**src/rtl/grt_pkg.sv**
```systemverilog
// grt_pkg: shared types and constants of the grid ray traversal block
// used by grt_div, grt_mul and grid_ray_traversal_solid_hit

package grt_pkg;

   // divider: 50-bit dividend (up to a 34-bit numerator shifted by 16), 23-bit divisor
   localparam int DIV_W  = 50;
   localparam int DIV_DV = 23;
   localparam int DIV_CW = 6;

   // multiplier: 33-bit by 24-bit signed
   localparam int MUL_AW = 33;
   localparam int MUL_BW = 24;
   localparam int MUL_PW = MUL_AW + MUL_BW;

   localparam logic [31:0] T_INF   = 32'h8000_0000;
   localparam logic [22:0] TS_MIN  = 23'd65536;

   // configuration register indexes
   localparam logic [1:0] CSR_MAP_WIDTH  = 2'd0;
   localparam logic [1:0] CSR_MAP_HEIGHT = 2'd1;
   localparam logic [1:0] CSR_TILE_SIZE  = 2'd2;

   // request codes
   localparam logic FUNC_WRITE = 1'b0;
   localparam logic FUNC_CAST  = 1'b1;

   // surface normal codes
   localparam logic [2:0] NRM_NONE = 3'd0;
   localparam logic [2:0] NRM_NEGX = 3'd1;
   localparam logic [2:0] NRM_POSX = 3'd2;
   localparam logic [2:0] NRM_NEGY = 3'd3;
   localparam logic [2:0] NRM_POSY = 3'd4;
   localparam logic [2:0] NRM_REV  = 3'd5;

   typedef enum logic [4:0] {
      S_IDLE,
      S_CX,
      S_CY,
      S_DIV,
      S_LOOK,
      S_START,
      S_TDX,
      S_TDY,
      S_BX,
      S_BXD,
      S_BY,
      S_BYD,
      S_STEP,
      S_WAIT,
      S_TEST,
      S_HX,
      S_HXD,
      S_HYD,
      S_EMIT
   } state_type;

   typedef enum logic [2:0] {
      OP_CX,
      OP_CY,
      OP_TDX,
      OP_TDY,
      OP_TMX,
      OP_TMY
   } div_op_type;

   // clamp a quotient to the "infinite" boundary time
   function automatic logic [31:0] sat_t(input logic [DIV_W-1:0] q);
      logic big;
      big = (|q[DIV_W-1:32]) || (q[31:0] > T_INF);
      return big ? T_INF : q[31:0];
   endfunction

   // s + floor(p / 2^16), p a signed product
   function automatic logic signed [41:0] along(input logic signed [31:0] s,
                                                input logic signed [MUL_PW-1:0] p);
      logic signed [41:0] se;
      logic signed [41:0] pe;
      se = {{10{s[31]}}, s};
      pe = {p[MUL_PW-1], p[MUL_PW-1:16]};
      return se + pe;
   endfunction

   // clamp to the signed 32-bit range
   function automatic logic [31:0] sat32(input logic signed [41:0] v);
      logic [31:0] r;
      if ((&v[41:31]) || !(|v[41:31])) begin
         r = v[31:0];
      end else if (v[41]) begin
         r = 32'h8000_0000;
      end else begin
         r = 32'h7fff_ffff;
      end
      return r;
   endfunction

   function automatic logic [31:0] abs32(input logic signed [31:0] v);
      return v[31] ? (~v + 32'd1) : v;
   endfunction

   function automatic logic [17:0] abs18(input logic signed [17:0] v);
      return v[17] ? (~v + 18'd1) : v;
   endfunction

endpackage

```
**src/rtl/grt_mul.sv**
```systemverilog
// grt_mul: shared signed multiplier with a registered product
// depends on grt_pkg for its widths

module grt_mul (
   input  logic                                clock,
   input  logic                                en,
   input  logic signed [grt_pkg::MUL_AW-1:0]   a,
   input  logic signed [grt_pkg::MUL_BW-1:0]   b,
   output logic signed [grt_pkg::MUL_PW-1:0]   prod
);

   logic signed [grt_pkg::MUL_PW-1:0] prod_ff, prod_in;

   always_comb begin
      prod_in = prod_ff;
      if (en) begin
         prod_in = grt_pkg::MUL_PW'(a) * grt_pkg::MUL_PW'(b);
      end
   end

   always_ff @(posedge clock) begin
      prod_ff <= prod_in;
   end

   assign prod = prod_ff;

endmodule

```
**config.mk**
```make
export PLATFORM = sky130hd
export DESIGN_NAME = grt_mul
export DESIGN_NICKNAME = d
export VERILOG_FILES = /design/src/rtl/grt_pkg.sv /design/src/rtl/grt_mul.sv
export SDC_FILE = /design/constraint.sdc
export NUM_CORES = 2
export LEC_CHECK = 0
export ABC_AREA = 1
export BUFFER_PORTS_ARGS = -buffer_cell sky130_fd_sc_hd__buf_2
export CAP_MARGIN = 20
export CORE_MARGIN = 2
export CORE_UTILIZATION = 55
export CTS_BUF_LIST = sky130_fd_sc_hd__clkbuf_8
export CTS_CLUSTER_DIAMETER = 100
export CTS_CLUSTER_SIZE = 12
export DETAILED_ROUTE_END_ITERATION = 8
export PLACE_DENSITY_LB_ADDON = 0.12
export SYNTH_ARGS = -nofsm -noshare
export SYNTH_HDL_FRONTEND = slang
export SYNTH_SLANG_ARGS = --single-unit
```
**constraint.sdc**
```tcl
create_clock -name clock -period 8.4 [get_ports clock]
set_clock_uncertainty 0.1 [all_clocks]
set_input_delay 2.1 -clock clock [delete_from_list [all_inputs] [get_ports clock]]
set_output_delay 2.1 -clock clock [all_outputs]
set_load 0.05 [all_outputs]
```
# == Yosys cells after proc, flatten, opt, wreduce, memory -nomap -nowiden ==
# Index checks and enable logic that the tools add are counted.
# op_classes
mul,1
# ops
operator,n
multiplier 33 x 24 -> 57 bit,1
# word_totals
ff_bits,57
wordCells,2

# == Longest topological paths before layout ==
# depth
ltp_word,1
mapped_depth,30
mapped_depth_nobuf,28

# == Worst setup path before layout ==
# OpenSTA, ideal clock, no wires.
# synth_timing
kind,input to register
from,input b[1] in the netlist's numbering
to,"register prod_ff (netlist bit prod[56]), data pin"
arrival_time_ns,7.820
slack_ns,0.228
path_stages,22
cell_sequence,clkbuf_1 clkbuf_1 nand2_1 inv_1 fa_1 fa_1 fa_1 inv_1 fa_1 fa_1 inv_1 fa_1 fa_1 ha_1 nand2_1 nor2_1 nand2_1 nor2_1 and2_1 nand2_1 nand3_1 nand2_1
# synth_via
elab_chain_cells,1
# synth_rtl
item,line_no,text
from (decl),grt_mul.sv:8,"input logic signed [grt_pkg::MUL_BW-1:0] b,"
multiplier 33 x 24 -> 57 bit,grt_mul.sv:17,prod_in = grt_pkg::MUL_PW'(a) * grt_pkg::MUL_PW'(b);
to (signal assigned),grt_mul.sv:22,prod_ff <= prod_in;
to (decl),grt_mul.sv:12,"logic signed [grt_pkg::MUL_PW-1:0] prod_ff, prod_in;"
# No other way between the ends.
# A chain may end at the register's enable or synchronous reset.

# == Worst setup path in the final report ==
# layout_timing
from,input b[10] in the netlist's numbering
to,"register prod_ff (netlist bit prod[41]), data pin"
# Same word-level chain as after synthesis.

==> impl_metrics.yaml <==
logic_synthesis:
  synthArstFlopShare: 0
  post-synth-top-count-cell: "inv_1"
  yosys.area.top_type: "fa_1"
  synth-seq-cells: 57
  synth_fp_nets: 5230
  synth_edf_count: 57
  synth_area_leaders: "fa_1, inv_1, nand2_1, ha_1, edfxtp_1"
  postSynthAreaPerCell_um2: 7.660
  synthCells: 4214
  ys_types: 31
  ys.flop_type: "edfxtp_1"
  ys_seq_area_frac: 0.05303
  synth_common_cells: "inv_1, nand2_1, fa_1, clkbuf_1, ha_1"
  yosysTopAreaCellShare: 0.4993
  netlist_area_um2: 32280
  ys_warn_count: 0
place:
  port_buffers: 115
  place_congestion: 0.9323
  place_hpwl_um: 76000
sta:
  finalSetupViolCount: 0
  min_period_ps: 8185
  finalCritPeriodShare: 0.9744
  slew_headroom: 0.4481
  worst_pin_slew_ps: 827.9
  rsz0062_at_grt: "no"
  hold_viol_final: 0
  whs_ps: 2299
  tns_ps: 0
  fmax_mhz: 122.2
  slew_viol_final: 0
clock_tree:
  cts.reportedPaths.clkPinSlew_ps: 80
  cts_made_buffers: 9
  htree_levels: 3
  cts_tree: "built"
  postCtsHoldBufs: 0
  clkSinkCount: 57
  clockBufferDepth: 2
  cts_root_buffer: "clkbuf_8"
worst_setup_path:
  path_delay_family: "adder cells"
  critPathSlowestCell: "fa_1"
  critPathBufInv: 7
  startpoint: "b[10]"
  crit_type: "in2reg"
  crit_chain: "buf_2 > buf_4 > nand2_1 > fa_1 > fa_1 > inv_1 > fa_1 > fa_1 > fa_1 > fa_1 > inv_1 > fa_1 > inv_1 > ha_1 > nand2_1 > buf_4 > nor2_2 > inv_2 > nor3_1 > nand3_1 > nand4_1 > nand2_1"
  cp.arrival_ps: 8190
  crit_top_cell: "fa_1"
  critPathMaxStageDelay_ps: 580
  critPathRequiredTime_ps: 8410
  worstSetupStartpointType: "input port"
  crit_fanout: 17
  end_kind: "flip-flop"
grt:
  grt_overflow_total: 0
  grt_max_degree: 58
  antenna_found_initial: 4
  grt.total_usage: 0.3105
  first_global_vias: 27640
  grt_pass1_wl_um: 144600
outcome:
  outcome: "finished clean"
floorplan:
  rows: 88
  start_util: 0.5584
  die_h_um: 246.3
  die_x_um: 246.3
  num_io_pins: 116
  die_area_um2: 60640
  core_area_um2: 57810
drt:
  drtIter0Drc: 1546
  detail-route-antenna-nets: 0
  drt-vias-per-instance: 4.901
  post-route-drc-count: 0
  wl_per_cell_um: 16.83
  vias: 25420
  wirelength_um: 87270
  drt-pass1-iter-count: 6
finish:
  largest_register_ff_count: 57
  drive_gt1_frac: 0.09455
  num-nets-final: 5432
  area_growth_pct: 10.25
  post-route-util: 0.6156
  diodes: 0
hold_path:
  min_from: "a[0]"
  holdCritPathClass: "in2reg"
run:
  drv_cap: 0
-- final timing paths --
kind | endpoint | slack (ps) | cells past startpoint
worst max-delay path | prod[41]$_DFFE_PP_ | 220 | 22
worst min-delay path | prod[0]$_DFFE_PP_ | 2300 | 4
-- cell families (layout without fill, tap and decap cells) --
group | after synthesis | count (layout) | share of synthesized area
buffers and inverters | 1624 | 1831 | 0.1889
AND/OR/NAND/NOR | 1495 | 1495 | 0.1833
adder cells (fa/ha/maj) | 957 | 957 | 0.5582
flip-flops | 57 | 57 | 0.05303
AO/OA/AOI/OAI | 52 | 52 | 0.008761
XOR/XNOR | 29 | 29 | 0.007869
-- cell type report --
class                   instances  area [µm²]
fillers                      5400       22220
repair buffers                352        2770
well taps                     765       957.2
inverters                    1463        5492
multi-input cells            2533       24470
clock buffers                   9       123.9
clock inverters                 7       62.56
flip-flops and latches         57        1712
-- repair_timing --
action / CTS / global route
resized for setup: 0 / 1
setup endpoints to repair: 0 / 1
setup buffers: 0 / 0
-- tightest hold or removal path: cells and delay by family --
kind          cells  cell delay, ps
buf+inv           3             390
simple gates      1              90
-- layout by cell type (no fill, tap or decap), drive strengths merged, types with 5 or more instances in the layout --
cell / Yosys / layout
o21bai: 5 / 5
o21ai: 6 / 6
nor2: 133 / 133
edfxtp: 57 / 57
nor3: 7 / 7
nand2: 1266 / 1266
or2: 8 / 8
inv: 1463 / 1464
ha: 152 / 152
xnor2: 5 / 5
clkbuf: 159 / 10
nand3: 52 / 52
xor2: 24 / 24
nand4: 21 / 21
and2: 6 / 6
buf: 2 / 351
fa: 805 / 805
a21oi: 37 / 37
-- through the flow --
stage	setup slack [ps]	cell area (µm²)	cells
6_report	215.2	35590	5186
5_1_grt	6.752	35590	5186
4_1_cts	284.9	35580	5186
3_5_place_dp	-116.1	35400	5170
3_3_place_gp	-83.83	35400	5170
2_1_floorplan	228.0	32280	4214
-- per-layer routing --
metal  vias to the layer above  part of all wire  routed length [µm]  track usage
li1                      11830                 -                   -            -
met4                         8             0.038                3304       0.1035
met5                         -           0.00056                  49            0
met3                       199             0.054                4683      0.03333
met2                       760              0.51               44250       0.5578
met1                     12620              0.40               34980       0.3909
Power is left out: the tool's default activity adds up to more than one toggle a clock period on the data nets, which glitch-free logic cannot reach.
