[src/rtl/grt_pkg.sv]
// grt_pkg: shared types and constants of the grid ray traversal block
// used by grt_div, grt_mul and grid_ray_traversal_solid_hit

package grt_pkg;

   // divider: 50-bit dividend (up to a 34-bit numerator shifted by 16), 23-bit divisor
   localparam int DIV_W  = 50;
   localparam int DIV_DV = 23;
   localparam int DIV_CW = 6;

   // multiplier: 33-bit by 24-bit signed
   localparam int MUL_AW = 33;
   localparam int MUL_BW = 24;
   localparam int MUL_PW = MUL_AW + MUL_BW;

   localparam logic [31:0] T_INF   = 32'h8000_0000;
   localparam logic [22:0] TS_MIN  = 23'd65536;

   // configuration register indexes
   localparam logic [1:0] CSR_MAP_WIDTH  = 2'd0;
   localparam logic [1:0] CSR_MAP_HEIGHT = 2'd1;
   localparam logic [1:0] CSR_TILE_SIZE  = 2'd2;

   // request codes
   localparam logic FUNC_WRITE = 1'b0;
   localparam logic FUNC_CAST  = 1'b1;

   // surface normal codes
   localparam logic [2:0] NRM_NONE = 3'd0;
   localparam logic [2:0] NRM_NEGX = 3'd1;
   localparam logic [2:0] NRM_POSX = 3'd2;
   localparam logic [2:0] NRM_NEGY = 3'd3;
   localparam logic [2:0] NRM_POSY = 3'd4;
   localparam logic [2:0] NRM_REV  = 3'd5;

   typedef enum logic [4:0] {
      S_IDLE,
      S_CX,
      S_CY,
      S_DIV,
      S_LOOK,
      S_START,
      S_TDX,
      S_TDY,
      S_BX,
      S_BXD,
      S_BY,
      S_BYD,
      S_STEP,
      S_WAIT,
      S_TEST,
      S_HX,
      S_HXD,
      S_HYD,
      S_EMIT
   } state_type;

   typedef enum logic [2:0] {
      OP_CX,
      OP_CY,
      OP_TDX,
      OP_TDY,
      OP_TMX,
      OP_TMY
   } div_op_type;

   // clamp a quotient to the "infinite" boundary time
   function automatic logic [31:0] sat_t(input logic [DIV_W-1:0] q);
      logic big;
      big = (|q[DIV_W-1:32]) || (q[31:0] > T_INF);
      return big ? T_INF : q[31:0];
   endfunction

   // s + floor(p / 2^16), p a signed product
   function automatic logic signed [41:0] along(input logic signed [31:0] s,
                                                input logic signed [MUL_PW-1:0] p);
      logic signed [41:0] se;
      logic signed [41:0] pe;
      se = {{10{s[31]}}, s};
      pe = {p[MUL_PW-1], p[MUL_PW-1:16]};
      return se + pe;
   endfunction

   // clamp to the signed 32-bit range
   function automatic logic [31:0] sat32(input logic signed [41:0] v);
      logic [31:0] r;
      if ((&v[41:31]) || !(|v[41:31])) begin
         r = v[31:0];
      end else if (v[41]) begin
         r = 32'h8000_0000;
      end else begin
         r = 32'h7fff_ffff;
      end
      return r;
   endfunction

   function automatic logic [31:0] abs32(input logic signed [31:0] v);
      return v[31] ? (~v + 32'd1) : v;
   endfunction

   function automatic logic [17:0] abs18(input logic signed [17:0] v);
      return v[17] ? (~v + 18'd1) : v;
   endfunction

endpackage

[src/rtl/grt_div.sv]
// grt_div: unsigned restoring divider, one quotient bit per cycle
// depends on grt_pkg for its widths

module grt_div (
   input  logic                           clock,
   input  logic                           reset,
   input  logic                           start,
   input  logic [grt_pkg::DIV_W-1:0]      dividend,
   input  logic [grt_pkg::DIV_DV-1:0]     divisor,
   output logic                           done,
   output logic [grt_pkg::DIV_W-1:0]      quotient,
   output logic [grt_pkg::DIV_DV-1:0]     remainder
);

   logic [grt_pkg::DIV_W-1:0]  quo_ff, quo_in;
   logic [grt_pkg::DIV_DV-1:0] rem_ff, rem_in;
   logic [grt_pkg::DIV_DV-1:0] dvs_ff, dvs_in;
   logic [grt_pkg::DIV_CW-1:0] cnt_ff, cnt_in;
   logic                       run_ff, run_in;
   logic                       done_ff, done_in;
   logic [grt_pkg::DIV_DV:0]   shifted;
   logic [grt_pkg::DIV_DV+1:0] trial;

   always_comb begin
      shifted = {rem_ff, quo_ff[grt_pkg::DIV_W-1]};
      trial   = {1'b0, shifted} - {2'b00, dvs_ff};
      quo_in  = quo_ff;
      rem_in  = rem_ff;
      dvs_in  = dvs_ff;
      cnt_in  = cnt_ff;
      run_in  = run_ff;
      done_in = 1'b0;
      if (start) begin
         quo_in = dividend;
         rem_in = '0;
         dvs_in = divisor;
         cnt_in = grt_pkg::DIV_CW'(grt_pkg::DIV_W);
         run_in = 1'b1;
      end else if (run_ff) begin
         if (!trial[grt_pkg::DIV_DV+1]) begin
            rem_in = trial[grt_pkg::DIV_DV-1:0];
            quo_in = {quo_ff[grt_pkg::DIV_W-2:0], 1'b1};
         end else begin
            rem_in = shifted[grt_pkg::DIV_DV-1:0];
            quo_in = {quo_ff[grt_pkg::DIV_W-2:0], 1'b0};
         end
         cnt_in = cnt_ff - 1'b1;
         if (cnt_ff == grt_pkg::DIV_CW'(1)) begin
            run_in  = 1'b0;
            done_in = 1'b1;
         end
      end
   end

   always_ff @(posedge clock) begin
      if (reset) begin
         run_ff  <= 1'b0;
         done_ff <= 1'b0;
         cnt_ff  <= '0;
      end else begin
         run_ff  <= run_in;
         done_ff <= done_in;
         cnt_ff  <= cnt_in;
      end
      quo_ff <= quo_in;
      rem_ff <= rem_in;
      dvs_ff <= dvs_in;
   end

   assign done      = done_ff;
   assign quotient  = quo_ff;
   assign remainder = rem_ff;

endmodule

[config.mk]
export PLATFORM = sky130hd
export DESIGN_NAME = grt_div
export DESIGN_NICKNAME = d
export VERILOG_FILES = /design/src/rtl/grt_pkg.sv /design/src/rtl/grt_div.sv
export SDC_FILE = /design/constraint.sdc
export NUM_CORES = 1
export LEC_CHECK = 0
export ABC_AREA = 1
export BUFFER_PORTS_ARGS = -buffer_cell sky130_fd_sc_hd__buf_4
export CAP_MARGIN = 0
export CORE_MARGIN = 4
export CORE_UTILIZATION = 40
export DETAILED_ROUTE_END_ITERATION = 12
export GPL_TIMING_DRIVEN = 0
export HOLD_SLACK_MARGIN = 0.03
export PLACE_DENSITY = 0.7
export SYNTH_ARGS = -nofsm -noshare
export SYNTH_HDL_FRONTEND = slang
export SYNTH_SLANG_ARGS = --single-unit
[constraint.sdc]
create_clock -name clock -period 6.85 [get_ports clock]
set_input_delay 0.685 -clock clock [delete_from_list [all_inputs] [get_ports clock]]
set_output_delay 0.685 -clock clock [all_outputs]
set_load 0.02 [all_outputs]
* After elaboration in Yosys (flattened, before gate mapping)
Index checks and enable logic that the tools add are counted.
Storage, ports and cells: output and inout port bits 74, flip-flop bits (word level) 104
Cells by class: bitwise gates (word level) 1, add/sub/neg operators 2, eq/ne operators 1, mux-type cells 10, reduce and logical (&&, ||, !) cells 3
Operators with widths (count):
- $mux 50 | 2
- $sub 24x23->25 | 1
- $mux 23 | 1
- $mux 6 | 2
- $eq 6x1->1 const B | 1
- $sub 6x1->6 const B | 1
- $mux 1 | 5
- $reduce_or 3->1 | 1
- $reduce_bool 2->1 | 1
- $reduce_or 2->1 | 1
- $not 1->1 | 1

* Logic depth before layout (Yosys ltp)
word-level depth 4, gate-level depth with buffers 15

* Least setup slack after synthesis
Ideal clock, no wire load.
kind input-to-reg, start in start, end reg quo_ff (netlist bit quotient[0]) (enable), slack 4.170 ns, arrival time 2.276 ns, required time 6.446 ns, path buffers 2, stages on the path 4, cell sequence clkbuf_1 > nor2_1 > clkbuf_1 > inv_1
On the way: longest elaborated chain between the ends 1
Ends and longest elaborated chain:
- from (decl) | RTL line grt_div.sv:7 | input logic start,
- $reduce_bool 2->1 (no source line)
- to (signal assigned) | RTL line grt_div.sv:65 | quo_ff <= quo_in;
- to (decl) | RTL line grt_div.sv:15 | logic [grt_pkg::DIV_W-1:0] quo_ff, quo_in;
Every way passes these cells. A chain may end at the register's enable or synchronous reset.

* Worst setup path after layout
start in start, end reg quo_ff (netlist bit quotient[49]) (enable)
Same word-level chain as after synthesis.

==> metrics <==
Leak 3.99 nW; final hold violation count 0; ANT nets after route 0; EDFF count, synth 73; H-tree depth 3; Switching Share ~27%; DP HPWL about 13,000 um; root buffer cell clkbuf_16; Internal 1.12 mW; largest net degree at the start of global routing 42; crit-path most repeated cell clkbuf_1; Sum Neg Setup Slack 0 ns; cell count after synthesis 787; area grow syn2layout 28.0%; Die H between 100 and 150 um; die area 16,900 um2; drt wl/cell between 10 and 15 um; clock sink total ~100; Post-CTS Setup Bufs 0; Pwr per Cell Area 202 nW/um2; Max Slew Vio Count 0; MaxCap Viol Count 0; Die X 130 um; Post-synth ARST share 0%; routability cong. 0.891; Seq cells post-synth 104; Max Fclk about 380 MHz; cts hold-fix bufs 0; global-route wire length before repair 25,800 um; Setup Skew roughly 0.014 ns; TritonCTS clock tree built; top cell type's share of synthesized area 36.9%; WL final 16,000 um; Slew headroom 58.6%; GRT overflow 0; Starting Density 40.9%; most common cell in the synthesized netlist nand2_1; ranking of synthesized cells by area edfxtp_1 37%, nand2_1 23%, dfxtp_1 10%; sequential cell fraction of total power 49.0%; vias in the first global route around 5,300; Worst-path clk slew about 0.07 ns; Worst Setup Start Kind primary input; Crit-path slowest cell nor2_1; Mapped Nets 889; Slew @ Worst Pin 0.619 ns; DR pass1 iterations 4; Worst Path Arrival ~2.8 ns; sequential share of the synthesized area between 40% and 50%; VDD IR-drop max 0.123 mV; core area 14,500 um2; Max FO, Critical Path 41; syn_area_per_cell around 7.6 um2; I/O Pins 150; Tmin final ~2.7 ns; sw power approximately 0.42 mW; fraction of layout cells with a size suffix above 1 between 20% and 30%; Fin Hold WS 0.487 ns; Cell Area, Synth 5950 um2; DRC violations left 0; nets between 1,000 and 1,500; gr usage total 19.6%; initial antenna violation count 0; CTS Buf Count 9; later-pin clock latency in the skew report between 0.3 and 0.4 ns; top post-synthesis cells by count 363 x nand2_1, 109 x inv_1, 73 x edfxtp_1; worst path cell trace buf_4, clkbuf_1, nor2_1, clkbuf_1, inv_2, buf_12; vias per cell 4.69; RSZ-0062 raised after global routing no; Crit Path Category in -> reg; CTS max path bufs 2; clock power share 34.3%; status complete, no violations; n_diodes 0; Critical Path Max Stage Delay about 0.55 ns; Yosys top cell by area edfxtp_1; Finish-stage setup viols 0; Resized cells post-CTS 0; ys flop type edfxtp_1; Tcrit/Tclk final 38.7%; row count 44; Crit. End Element register; synth warn 0; vias 5,333; PortBufs 149; Gate power share 16.7%; Hold Crit Class reg -> reg; Synth cell types 36; Initial DRC Count ~250; Req. time, crit path 6.94 ns
[power groups by stage]
stage	registers, mW	clock network (mW)	logic, mW
floorplan	0.802	0	0.101
global placement	0.769	0	0.255
detailed placement	0.767	0	0.260
CTS	0.755	0.544	0.260
global route	0.760	0.565	0.284
finish	0.755	0.528	0.257
[kinds of logic (layout without fill, tap and decap cells)]
group / Yosys count / count (layout) / share of synthesized area, %
flops: 104 / 104 / 47.3
fa+ha+maj: 26 / 26 / 5.60
simple gates: 472 / 472 / 32.8
compound gates: 38 / 38 / 3.85
xor+xnor: 9 / 9 / 1.33
buf+inv: 138 / 304 / 9.17
[final timing paths]
kind | from | endpoint | slack (ns) | cells after the start
max | start | quotient[49]$_DFFE_PP_ | 4.20 | 6
min | remainder[17]$_SDFFE_PP0P_ | remainder[17]$_SDFFE_PP0P_ | 0.49 | 2
max reg2reg | quotient[49]$_DFFE_PP_ | remainder[19]$_SDFFE_PP0P_ | 4.43 | 14
min reg2reg | remainder[17]$_SDFFE_PP0P_ | remainder[17]$_SDFFE_PP0P_ | 0.49 | 2
[flip-flops by register name (all words and copies together) (netlist names)]
name and cells:
cnt_ff 6, run_ff 1, done 1, quotient 50, remainder 23, dvs_ff 23
[cells in the final DEF (no fill, tap or decap), drive strengths merged, types with 13 or more instances in the layout]
cell and count:
clkbuf 24, a21oi 13, dfxtp 31, nand3 39, inv 118, ha 25, buf 155, nand2 369
edfxtp 73, nor2 41
[cell type report]
type	instances	area [um2]
fillers	1447	6920
flip-flops and latches	104	2810
multi-input cells	545	2590
repair buffers	150	1140
inverters	119	447
well taps	184	230
clock buffers	10	229
plain buffers	19	98.8
clock inverters	6	67.6
[critical path, delay by kind of cell]
kind | cells | cell delay (ns)
simple gates | 1 | 0.55
buf+inv | 5 | 1.47
[stage by stage]
step / utilization [%] / power, mW / area [um2] / setup WS (ns) / cells
finish: 52.4 / 1.54 / 7610 / 4.20 / 1137
global route: 52.4 / 1.61 / 7610 / 3.95 / 1137
CTS: 52.4 / 1.56 / 7610 / 4.12 / 1137
detailed placement: 50.3 / 1.03 / 7320 / 3.73 / 1121
global placement: 50.2 / 1.02 / 7300 / 2.77 / 1120
floorplan: - / 0.904 / 5950 / 4.17 / 787
[per-layer routing]
layer	track usage, %	part of all wire, %	routed length (um)	vias to the layer above
met3	8.35	9.8	1560	18
met2	33.6	48	7730	155
met4	5.62	1.7	269	0
met5	0	0	0	-
li1	-	-	-	2780
met1	22.4	40	6400	2380
Note: power is estimated with default switching activity, not from simulation.
